`config.mk`:
```
export PLATFORM = sky130hd
export DESIGN_NAME = command_line_token_classifier
export DESIGN_NICKNAME = d
export VERILOG_FILES = /design/src/hdl/cltc_pkg.sv /design/src/hdl/cltc_classify.sv /design/src/hdl/cltc_scan.sv /design/src/hdl/cltc_outq.sv /design/src/hdl/command_line_token_classifier.sv
export SDC_FILE = /design/constraint.sdc
export NUM_CORES = 1
export LEC_CHECK = 0
export BUFFER_PORTS_ARGS = -buffer_cell sky130_fd_sc_hd__buf_4
export CAP_MARGIN = 0
export CORE_ASPECT_RATIO = 1.25
export CORE_UTILIZATION = 60
export CTS_CLUSTER_DIAMETER = 50
export DETAILED_ROUTE_END_ITERATION = 10
export GPL_ROUTABILITY_DRIVEN = 0
export PLACE_DENSITY = 0.8
export SLEW_MARGIN = 20
export SYNTH_ARGS = -nofsm -noshare
export SYNTH_HDL_FRONTEND = slang
export SYNTH_SLANG_ARGS = --single-unit
```
`constraint.sdc`:
```
create_clock -name clock -period 8.5 [get_ports clock]
set_input_delay 0.85 -clock clock [delete_from_list [all_inputs] [get_ports clock]]
set_output_delay 0.85 -clock clock [all_outputs]
set_load 0.005 [all_outputs]
```
`src/hdl/cltc_pkg.sv`:
```
package cltc_pkg;

   typedef enum logic [2:0] {
      KIND_WORD   = 3'd0,
      KIND_OPTION = 3'd1,
      KIND_NUMBER = 3'd2,
      KIND_ANGLE  = 3'd3,
      KIND_COMMA  = 3'd4,
      KIND_TEXT   = 3'd5,
      KIND_BAD    = 3'd6,
      KIND_EMPTY  = 3'd7
   } kind_type;

   // candidate class flags of the piece being collected
   localparam int FLAG_W           = 7;
   localparam int FLAG_ALL_LOWER   = 0;
   localparam int FLAG_TAIL_LOWER  = 1;
   localparam int FLAG_MID_LOWER   = 2;
   localparam int FLAG_FIRST_LT    = 3;
   localparam int FLAG_NUM_OK      = 4;
   localparam int FLAG_FIRST_DASH  = 5;
   localparam int FLAG_FIRST_QUOTE = 6;
   typedef logic [FLAG_W-1:0] flags_type;

   localparam logic [7:0] CHAR_SPACE   = 8'h20;
   localparam logic [7:0] CHAR_COMMA   = 8'h2C;
   localparam logic [7:0] CHAR_QUOTE   = 8'h22;
   localparam logic [7:0] CHAR_LT      = 8'h3C;
   localparam logic [7:0] CHAR_GT      = 8'h3E;
   localparam logic [7:0] CHAR_DASH    = 8'h2D;
   localparam logic [7:0] CHAR_LOWER_A = 8'h61;
   localparam logic [7:0] CHAR_LOWER_Z = 8'h7A;
   localparam logic [7:0] CHAR_ZERO    = 8'h30;
   localparam logic [7:0] CHAR_NINE    = 8'h39;

   // number accumulator saturates at 2^32
   localparam int              ACC_W     = 33;
   localparam logic [ACC_W-1:0] ACC_CAP   = 33'h1_0000_0000;
   localparam logic [ACC_W-1:0] LIMIT_POS = 33'h0_7FFF_FFFF;
   localparam logic [ACC_W-1:0] LIMIT_NEG = 33'h0_8000_0000;

   typedef struct packed {
      kind_type    kind;
      logic [7:0]  start;
      logic [8:0]  length;
      logic [31:0] value;
      logic        last;
   } result_type;

   // zero, one or two results produced by one byte
   typedef struct packed {
      logic [1:0] count;
      result_type first;
      result_type second;
   } push_type;

   localparam int QUEUE_DEPTH = 4;
   localparam int QPTR_W      = 2;
   localparam int QCNT_W      = 3;

endpackage

```
`src/hdl/cltc_classify.sv`:
```
module cltc_classify
   import cltc_pkg::*;
(
   input  flags_type        flags,
   input  logic             len_one,
   input  logic             len_two_up,
   input  logic             len_three_up,
   input  logic [7:0]       last_char,
   input  logic [ACC_W-1:0] acc,
   output kind_type         kind
);

   logic over_range;

   assign over_range = flags[FLAG_FIRST_DASH] ? (acc > LIMIT_NEG) : (acc > LIMIT_POS);

   always_comb begin
      if (flags[FLAG_ALL_LOWER]) begin
         kind = KIND_WORD;
      end else if (len_two_up && flags[FLAG_FIRST_LT] && last_char == CHAR_GT &&
                   flags[FLAG_MID_LOWER]) begin
         kind = KIND_ANGLE;
      end else if (flags[FLAG_NUM_OK] && !(flags[FLAG_FIRST_DASH] && len_one)) begin
         kind = over_range ? KIND_BAD : KIND_NUMBER;
      end else if (len_two_up && flags[FLAG_FIRST_DASH] && flags[FLAG_TAIL_LOWER]) begin
         kind = KIND_OPTION;
      end else if (len_one && last_char == CHAR_COMMA) begin
         kind = KIND_COMMA;
      end else if (len_three_up && flags[FLAG_FIRST_QUOTE] && last_char == CHAR_QUOTE) begin
         kind = KIND_TEXT;
      end else begin
         kind = KIND_BAD;
      end
   end

endmodule

```
`src/hdl/cltc_scan.sv`:
```
module cltc_scan
   import cltc_pkg::*;
#(
   parameter int MAX_LINE = 256
) (
   input  logic       clock,
   input  logic       reset,
   input  logic       in_valid,
   output logic       in_stall,
   input  logic [7:0] in_char,
   input  logic       in_eol,
   input  logic       room,
   output push_type   push
);

   localparam int POS_W = $clog2(MAX_LINE + 1);
   localparam int OFF_W = (POS_W > 9) ? POS_W : 9;
   localparam int MUL_W = ACC_W + 4;

   // byte stage
   logic             item_valid_ff, item_valid_in;
   logic [7:0]       item_char_ff;
   logic             item_eol_ff;

   // line and piece state
   logic [POS_W-1:0] pos_ff, pos_in;
   logic [POS_W-1:0] start_ff, start_in;
   logic [POS_W-1:0] len_ff, len_in;
   flags_type        flags_ff, flags_in;
   kind_type         pkind_ff, pkind_in;
   logic [ACC_W-1:0] pacc_ff, pacc_in;
   logic [7:0]       last_ff, last_in;
   logic             quote_ff, quote_in;
   logic [ACC_W-1:0] acc_ff, acc_in;
   logic             discard_ff, discard_in;

   logic             accept, advance;
   logic [7:0]       c;
   logic             eol;
   logic             is_low, is_dig, last_low;
   logic [3:0]       digit;
   logic [MUL_W-1:0] acc_x10;
   logic             in_range, closing, do_add;
   kind_type         pre_kind;

   flags_type        a_flags;
   logic [ACC_W-1:0] a_acc, a_pacc;
   kind_type         a_pkind;
   logic [POS_W-1:0] a_start, a_len;
   logic             a_quote;

   flags_type        p_flags;
   logic [ACC_W-1:0] p_acc, p_pacc;
   kind_type         p_pkind;
   logic [POS_W-1:0] p_start, p_len;
   logic [7:0]       p_last;
   kind_type         fin_kind;

   logic             have_piece, split, neg;
   kind_type         kind;
   logic [ACC_W-1:0] tok_acc;
   logic [POS_W-1:0] clen;
   logic [OFF_W-1:0] off_start, off_clen, off_comma;
   result_type       r0, r1;
   logic [1:0]       count;

   assign accept   = in_valid && !in_stall;
   assign advance  = item_valid_ff && room;
   assign in_stall = item_valid_ff && !room;

   assign c        = item_char_ff;
   assign eol      = item_eol_ff;
   assign is_low   = c >= CHAR_LOWER_A && c <= CHAR_LOWER_Z;
   assign is_dig   = c >= CHAR_ZERO && c <= CHAR_NINE;
   assign last_low = last_ff >= CHAR_LOWER_A && last_ff <= CHAR_LOWER_Z;
   assign digit    = 4'(c - CHAR_ZERO);
   assign acc_x10  = ({4'b0, acc_ff} << 3) + ({4'b0, acc_ff} << 1) + MUL_W'(digit);

   assign in_range = pos_ff < POS_W'(MAX_LINE);
   assign closing  = in_range && c == CHAR_SPACE && !quote_ff;
   assign do_add   = in_range && !closing;

   // class of the piece before this byte, kept for a trailing comma split
   cltc_classify u_pre (
      .flags        (flags_ff),
      .len_one      (len_ff == POS_W'(1)),
      .len_two_up   (len_ff >= POS_W'(2)),
      .len_three_up (len_ff > POS_W'(2)),
      .last_char    (last_ff),
      .acc          (acc_ff),
      .kind         (pre_kind)
   );

   always_comb begin
      a_flags = flags_ff;
      a_acc   = acc_ff;
      a_pkind = pre_kind;
      a_pacc  = acc_ff;
      a_start = start_ff;
      if (len_ff == '0) begin
         a_flags                   = '0;
         a_flags[FLAG_TAIL_LOWER]  = 1'b1;
         a_flags[FLAG_MID_LOWER]   = 1'b1;
         a_flags[FLAG_ALL_LOWER]   = is_low;
         a_flags[FLAG_FIRST_LT]    = c == CHAR_LT;
         a_flags[FLAG_NUM_OK]      = c == CHAR_DASH || is_dig;
         a_flags[FLAG_FIRST_DASH]  = c == CHAR_DASH;
         a_flags[FLAG_FIRST_QUOTE] = c == CHAR_QUOTE;
         a_acc   = is_dig ? ACC_W'(digit) : '0;
         a_pkind = KIND_BAD;
         a_pacc  = '0;
         a_start = pos_ff;
      end else begin
         if (!is_low) begin
            a_flags[FLAG_ALL_LOWER]  = 1'b0;
            a_flags[FLAG_TAIL_LOWER] = 1'b0;
         end
         if (len_ff >= POS_W'(2) && !last_low) begin
            a_flags[FLAG_MID_LOWER] = 1'b0;
         end
         if (!is_dig) begin
            a_flags[FLAG_NUM_OK] = 1'b0;
         end
         if (a_flags[FLAG_NUM_OK]) begin
            a_acc = (acc_x10 > {4'b0, ACC_CAP}) ? ACC_CAP : ACC_W'(acc_x10);
         end
      end
      a_len   = len_ff + 1'b1;
      a_quote = a_flags[FLAG_FIRST_QUOTE] && !(len_ff != '0 && c == CHAR_QUOTE);
   end

   // piece as it stands after this byte
   always_comb begin
      if (do_add) begin
         p_flags = a_flags;
         p_acc   = a_acc;
         p_pacc  = a_pacc;
         p_pkind = a_pkind;
         p_start = a_start;
         p_len   = a_len;
         p_last  = c;
      end else begin
         p_flags = flags_ff;
         p_acc   = acc_ff;
         p_pacc  = pacc_ff;
         p_pkind = pkind_ff;
         p_start = start_ff;
         p_len   = len_ff;
         p_last  = last_ff;
      end
   end

   cltc_classify u_fin (
      .flags        (p_flags),
      .len_one      (p_len == POS_W'(1)),
      .len_two_up   (p_len >= POS_W'(2)),
      .len_three_up (p_len > POS_W'(2)),
      .last_char    (p_last),
      .acc          (p_acc),
      .kind         (fin_kind)
   );

   assign have_piece = p_len != '0;
   assign split      = p_len != POS_W'(1) && p_last == CHAR_COMMA;
   assign neg        = p_flags[FLAG_FIRST_DASH];
   assign kind       = split ? p_pkind : fin_kind;
   assign tok_acc    = split ? p_pacc : p_acc;
   assign clen       = split ? p_len - 1'b1 : p_len;
   assign off_comma  = OFF_W'(p_start) + OFF_W'(p_len) - 1'b1;

   always_comb begin
      case (kind)
         KIND_OPTION: begin
            off_start = OFF_W'(p_start) + 1'b1;
            off_clen  = OFF_W'(clen) - 1'b1;
         end
         KIND_ANGLE, KIND_TEXT: begin
            off_start = OFF_W'(p_start) + 1'b1;
            off_clen  = OFF_W'(clen) - 2'd2;
         end
         default: begin
            off_start = OFF_W'(p_start);
            off_clen  = OFF_W'(clen);
         end
      endcase
   end

   always_comb begin
      if (have_piece) begin
         r0.kind   = kind;
         r0.start  = off_start[7:0];
         r0.length = off_clen[8:0];
         r0.value  = '0;
         if (kind == KIND_NUMBER) begin
            r0.value = neg ? 32'(32'd0 - tok_acc[31:0]) : tok_acc[31:0];
         end
         r0.last   = kind == KIND_BAD || (eol && !split);
      end else begin
         r0.kind   = KIND_EMPTY;
         r0.start  = '0;
         r0.length = '0;
         r0.value  = '0;
         r0.last   = 1'b1;
      end
      r1.kind   = KIND_COMMA;
      r1.start  = off_comma[7:0];
      r1.length = 9'd1;
      r1.value  = '0;
      r1.last   = eol;

      count = 2'd0;
      if (advance && !discard_ff && (closing || eol)) begin
         if (!have_piece) begin
            count = eol ? 2'd1 : 2'd0;
         end else if (kind == KIND_BAD || !split) begin
            count = 2'd1;
         end else begin
            count = 2'd2;
         end
      end
      push.count  = count;
      push.first  = r0;
      push.second = r1;
   end

   always_comb begin
      item_valid_in = item_valid_ff;
      if (accept) begin
         item_valid_in = 1'b1;
      end else if (advance) begin
         item_valid_in = 1'b0;
      end
   end

   always_comb begin
      pos_in     = pos_ff;
      start_in   = start_ff;
      len_in     = len_ff;
      flags_in   = flags_ff;
      pkind_in   = pkind_ff;
      pacc_in    = pacc_ff;
      last_in    = last_ff;
      quote_in   = quote_ff;
      acc_in     = acc_ff;
      discard_in = discard_ff;
      if (advance) begin
         if (eol || discard_ff) begin
            if (eol) begin
               // end of line: clear everything
               pos_in     = '0;
               start_in   = '0;
               len_in     = '0;
               flags_in   = '1;
               pkind_in   = KIND_BAD;
               pacc_in    = '0;
               last_in    = '0;
               quote_in   = 1'b0;
               acc_in     = '0;
               discard_in = 1'b0;
            end
         end else begin
            if (in_range) begin
               pos_in = pos_ff + 1'b1;
            end
            if (closing) begin
               len_in   = '0;
               flags_in = '1;
               pkind_in = KIND_BAD;
               pacc_in  = '0;
               last_in  = '0;
               quote_in = 1'b0;
               acc_in   = '0;
               if (have_piece && kind == KIND_BAD) begin
                  discard_in = 1'b1;
               end
            end else if (do_add) begin
               start_in = a_start;
               len_in   = a_len;
               flags_in = a_flags;
               pkind_in = a_pkind;
               pacc_in  = a_pacc;
               last_in  = c;
               quote_in = a_quote;
               acc_in   = a_acc;
            end
         end
      end
   end

   always_ff @(posedge clock) begin
      if (reset) begin
         item_valid_ff <= 1'b0;
         pos_ff        <= '0;
         start_ff      <= '0;
         len_ff        <= '0;
         flags_ff      <= '1;
         pkind_ff      <= KIND_BAD;
         pacc_ff       <= '0;
         last_ff       <= '0;
         quote_ff      <= 1'b0;
         acc_ff        <= '0;
         discard_ff    <= 1'b0;
      end else begin
         item_valid_ff <= item_valid_in;
         pos_ff        <= pos_in;
         start_ff      <= start_in;
         len_ff        <= len_in;
         flags_ff      <= flags_in;
         pkind_ff      <= pkind_in;
         pacc_ff       <= pacc_in;
         last_ff       <= last_in;
         quote_ff      <= quote_in;
         acc_ff        <= acc_in;
         discard_ff    <= discard_in;
      end
   end

   always_ff @(posedge clock) begin
      if (accept) begin
         item_char_ff <= in_char;
         item_eol_ff  <= in_eol;
      end
   end

endmodule

```
`src/hdl/cltc_outq.sv`:
```
module cltc_outq
   import cltc_pkg::*;
(
   input  logic       clock,
   input  logic       reset,
   input  push_type   push,
   output logic       room,
   output logic       out_valid,
   input  logic       out_stall,
   output result_type out_word
);

   result_type          entry_ff [QUEUE_DEPTH];
   logic [QPTR_W-1:0]   wr_ff, wr_in;
   logic [QPTR_W-1:0]   rd_ff, rd_in;
   logic [QCNT_W-1:0]   cnt_ff, cnt_in;
   logic [QPTR_W-1:0]   wr_next;
   logic                pop;

   assign room      = cnt_ff <= QCNT_W'(QUEUE_DEPTH - 2);
   assign out_valid = cnt_ff != '0;
   assign out_word  = entry_ff[rd_ff];
   assign pop       = out_valid && !out_stall;
   assign wr_next   = wr_ff + 1'b1;

   always_comb begin
      wr_in  = wr_ff + QPTR_W'(push.count);
      rd_in  = pop ? rd_ff + 1'b1 : rd_ff;
      cnt_in = cnt_ff + QCNT_W'(push.count) - QCNT_W'(pop);
   end

   always_ff @(posedge clock) begin
      if (reset) begin
         wr_ff  <= '0;
         rd_ff  <= '0;
         cnt_ff <= '0;
      end else begin
         wr_ff  <= wr_in;
         rd_ff  <= rd_in;
         cnt_ff <= cnt_in;
      end
   end

   always_ff @(posedge clock) begin
      if (push.count != 2'd0) begin
         entry_ff[wr_ff] <= push.first;
      end
      if (push.count == 2'd2) begin
         entry_ff[wr_next] <= push.second;
      end
   end

endmodule

```
`src/hdl/command_line_token_classifier.sv`:
```
// channel  direction  handshake            payload
// req      in         req_valid/req_stall  char_code, end_of_line
// rsp      out        rsp_valid/rsp_stall  token_kind, content_start, content_length,
//                                          number_value, last
//
// One byte is taken per cycle while req_stall is low; a byte is held in the
// byte register, then its result words go to the buffer and from there to rsp.
// A byte gives zero, one or two result words; they queue in a four-word buffer.
// req_stall rises while the buffer cannot take two more words and a byte waits.
// Reset clears the line state and empties the buffer; no clearing pass is needed.
module command_line_token_classifier
   import cltc_pkg::*;
#(
   parameter int MAX_LINE = 256
) (
   input  logic               clock,
   input  logic               reset,
   input  logic               req_valid,
   output logic               req_stall,
   input  logic [7:0]         req_char_code,
   input  logic               req_end_of_line,
   output logic               rsp_valid,
   input  logic               rsp_stall,
   output logic [2:0]         rsp_token_kind,
   output logic [7:0]         rsp_content_start,
   output logic [8:0]         rsp_content_length,
   output logic signed [31:0] rsp_number_value,
   output logic               rsp_last
);

   push_type   push;
   logic       room;
   result_type head;

   cltc_scan #(
      .MAX_LINE (MAX_LINE)
   ) u_scan (
      .clock    (clock),
      .reset    (reset),
      .in_valid (req_valid),
      .in_stall (req_stall),
      .in_char  (req_char_code),
      .in_eol   (req_end_of_line),
      .room     (room),
      .push     (push)
   );

   cltc_outq u_outq (
      .clock     (clock),
      .reset     (reset),
      .push      (push),
      .room      (room),
      .out_valid (rsp_valid),
      .out_stall (rsp_stall),
      .out_word  (head)
   );

   assign rsp_token_kind     = head.kind;
   assign rsp_content_start  = head.start;
   assign rsp_content_length = head.length;
   assign rsp_number_value   = head.value;
   assign rsp_last           = head.last;

endmodule
```
==> impl_metrics.py <==
metrics = {
    "clocking": {
        "cts_buffers": 37,
        "tritoncts": "built",
        "cts.htree.levels": 2,
        "postCtsHoldBufs": 0,
        "cts_setup_buffers": 0,
        "cts_resized": 0,
        "cts_max_path_buffers": 3,
        "cts.sinks": 342,
        "cts.clk_slew.worst_paths_ns": 0.06,
        "clock_tree.root_cell": "clkbuf_16",
        "insertion_delay_ns": 0.55,
    },
    "critical_path": {
        "cp_num_buf_inv": 2,
        "r2r_end": "u_outq.cnt_ff[2]",
        "rrSetupSlack_ns": 0.66,
        "crit_type": "flop to flop",
        "r2r_cells": 20,
        "cp_top_family": "compound AO/OA/AOI/OAI gates",
        "crit_arrival_ns": 8.26,
        "r2r_start": "u_scan.c[3]",
        "cpMaxStageDelayCell": "a2111oi_4",
        "crit_cells": 20,
        "worst_setup_path_start_kind": "flop",
        "crit_start": "u_scan.c[3]",
        "critPathMaxFanout": 12,
        "setup.worst_path.end": "u_outq.cnt_ff[2]",
        "cp_data_required_time_ns": 8.93,
        "path_cells": "fa_1 -> fa_1 -> a211oi_1 -> o31ai_1 -> a211oi_1 -> o311ai_1 -> a31oi_1 -> a211oi_1 -> and3_1 -> a22oi_1 -> nor4b_4 -> a211oi_2 -> a2111oi_4 -> inv_1 -> ha_1 -> inv_1 -> fa_1 -> xor2_1 -> xnor2_1 -> nor2_1",
        "cp-end-kind": "flop",
        "cpPeakStageDelay_ns": 0.95,
    },
    "route": {
        "dr.pass1.iters": 9,
        "drt_drc_violations_left": 11,
        "drt.antenna.violating_nets": 0,
        "drtIter0Drc": 2299,
        "vias": 19121,
        "via_per_inst": 6.90,
        "drt_wl_total_um": 59900,
        "wl_per_cell_um": 21.6,
    },
    "place": {
        "dp.cells": 2704,
        "placed_area_sq_um": 20900,
        "dp_hpwl_um": 42400,
        "post-place-ws_ns": 0.859,
        "port_buffers": 67,
    },
    "synth": {
        "syn_nets": 2463,
        "synth_ff_type": "dfxtp_1",
        "synth_edf_count": 45,
        "ys.warnings.count": 0,
        "syn_area_sq_um": 20200,
        "ys_seq_area_frac": 0.361,
        "synth_area_per_cell_sq_um": 8.60,
        "synth_seq_cells": 342,
        "synthArstFlopShare": 0,
        "syn_inst": 2351,
        "synthDistinctLibCells": 91,
    },
    "floorplan": {
        "die_h_um": 207,
        "ios": 68,
        "die_area_sq_um": 34400,
        "num_rows": 74,
        "die_x_um": 166,
        "fp.coreArea_sq_um": 33000,
        "initial_utilization": 0.613,
    },
    "global_routing": {
        "grt_max_degree": 97,
        "globalRouteTotalUtil": 0.343,
        "grt_pass1_wl_um": 96500,
        "grt-ovfl-total": 0,
        "antenna_found_initial": 0,
        "grt_pass1_vias": 18450,
    },
    "cells_and_area": {
        "nNetsFinal": 2437,
        "stdcell_count": 2772,
        "fillers": 2643,
        "antenna_cells": 0,
        "layout_common_cells": "dfxtp_1, nand2_1, nor2_1",
        "fin_area_sq_um": 22200,
        "layout_commonest_cell": "dfxtp_1",
        "drive_gt1_frac": 0.105,
        "syn_to_final_growth_pct": 9.68,
    },
    "sta": {
        "max_freq_mhz": 128,
        "final.setup.worst_slack_ns": 0.662,
        "relSlewSlack": 0.258,
        "hold_viol": 0,
        "fin_skew_ns": 0.0234,
        "setup_viol": 0,
        "period_share": 0.922,
        "maxSlewViolCount": 0,
        "grt_setup_unrepaired": "no",
        "fin_tns_setup_ns": 0,
        "min_period_ns": 7.84,
        "tightestPinTransition_ns": 1.11,
    },
    "power_and_ir_drop": {
        "vdd_drop_max_uv": 159,
        "power_density_nw_per_um2": 183,
        "leakage_uw": 0.00832,
    },
    "run_status": {
        "status": "finished with violations",
        "violations": "design-rule violations",
    },
    "worst_hold_path": {
        "hp-class": "flop to flop",
    },
    "flow_run": {
        "drv_cap": 0,
    },
}
worst min path at each step:
| stage | from | end | slack, ns | depth (start not counted) |
|---|---|---|---|---|
| after floorplan | u_outq.entry_ff[2][11] | u_outq.entry_ff[2][11] | 0.42 | 2 |
| after global placement | u_outq.entry_ff[2][37] | u_outq.entry_ff[2][37] | 0.43 | 2 |
| after detailed placement | u_outq.entry_ff[2][24] | u_outq.entry_ff[2][24] | 0.44 | 2 |
| after CTS | u_outq.entry_ff[2][24] | u_outq.entry_ff[2][24] | 0.45 | 2 |
| after global routing | req_end_of_line | u_scan.eol | 0.47 | 1 |
| final | u_outq.entry_ff[2][24] | u_outq.entry_ff[2][24] | 0.45 | 2 |
state kept, by name, summed over array words and instances, names as in the netlist, 7 cells and up, named ones only:
register         cells
u_scan.last_ff       8
u_scan.acc_ff       33
u_scan.c             8
u_scan.start_ff      8
u_scan.pacc_ff      32
u_scan.pos_ff        9
u_scan.flags_ff      7
u_scan.len_ff        9
u_outq.entry_ff    212
per-layer routing:
| layer | track usage | share of wire | vias up |
|---|---|---|---|
| li1 | - | - | 8681 |
| met1 | 0.442 | 0.40 | 9114 |
| met2 | 0.567 | 0.47 | 1124 |
| met3 | 0.0515 | 0.095 | 202 |
| met4 | 0.162 | 0.041 | 0 |
| met5 | 0 | 0 | - |
tightest hold or removal path: cells and delay by family (launching register included):
family           cells  cell delay [ns]
flip-flops           1             0.32
AND/OR/NAND/NOR      1             0.04
AO/OA/AOI/OAI        1             0.05
synthesized netlist by cell type, types with 13 or more instances:
library cell,instances,area share
o22ai_1,38,0.012
o21ai_0,193,0.048
a31oi_1,26,0.0080
mux4_2,53,0.059
nand2b_1,16,0.0050
o211ai_1,24,0.0089
nor2_1,245,0.045
clkbuf_1,134,0.025
nand3_1,71,0.018
a22oi_1,93,0.035
or3_1,16,0.0050
and3_1,31,0.0096
a211oi_1,24,0.0089
nand2_1,258,0.048
xnor2_1,64,0.028
a21o_1,17,0.0063
and2_1,21,0.0065
xor2_1,34,0.015
a21oi_1,122,0.030
nand4_1,27,0.0084
nor2b_1,13,0.0040
dfxtp_1,297,0.29
ha_1,95,0.059
nor4_1,16,0.0050
edfxtp_1,45,0.067
a22o_1,56,0.024
inv_1,51,0.0095
nor3_1,42,0.010
power by group:
group	switching [uW]	leakage (uW)	internal [uW]
Combinational	372	0.00489	263
Sequential	61.0	0.00282	1690
Clock	705	0.000620	960
Total	1140	0.00832	2920
layout make-up:
type / count / area, sq um / share of cell area
well taps: 418 / 523 / 0.0236
flip-flops and latches: 342 / 7300 / 0.329
clock buffers: 51 / 1070 / 0.0482
clock inverters: 17 / 199 / 0.00897
repair buffers: 92 / 691 / 0.0311
multi-input cells: 1800 / 12200 / 0.550
inverters: 52 / 195 / 0.00880
cells by family (layout without fill, tap and decap cells):
kind of cell             count (synthesis)  in the layout  share of synthesized area
multiplexers                            64             64                     0.0646
adder cells (fa/ha/maj)                 99             99                     0.0628
buffers and inverters                  209            212                     0.0402
flip-flops                             342            342                      0.361
AND/OR/NAND/NOR                        814            814                      0.189
AO/OA/AOI/OAI                          725            725                      0.240
XOR/XNOR                                98             98                     0.0425
metrics by stage:
stage | total power (uW) | hold WS (ns) | util
floorplan | 2210 | 0.420 | -
global placement | 2400 | 0.429 | 0.634
detailed placement | 2410 | 0.437 | 0.634
CTS | 4040 | 0.451 | 0.672
global route | 4180 | 0.469 | 0.673
finish | 4050 | 0.446 | 0.673
Power figures use the tool's default switching activity.
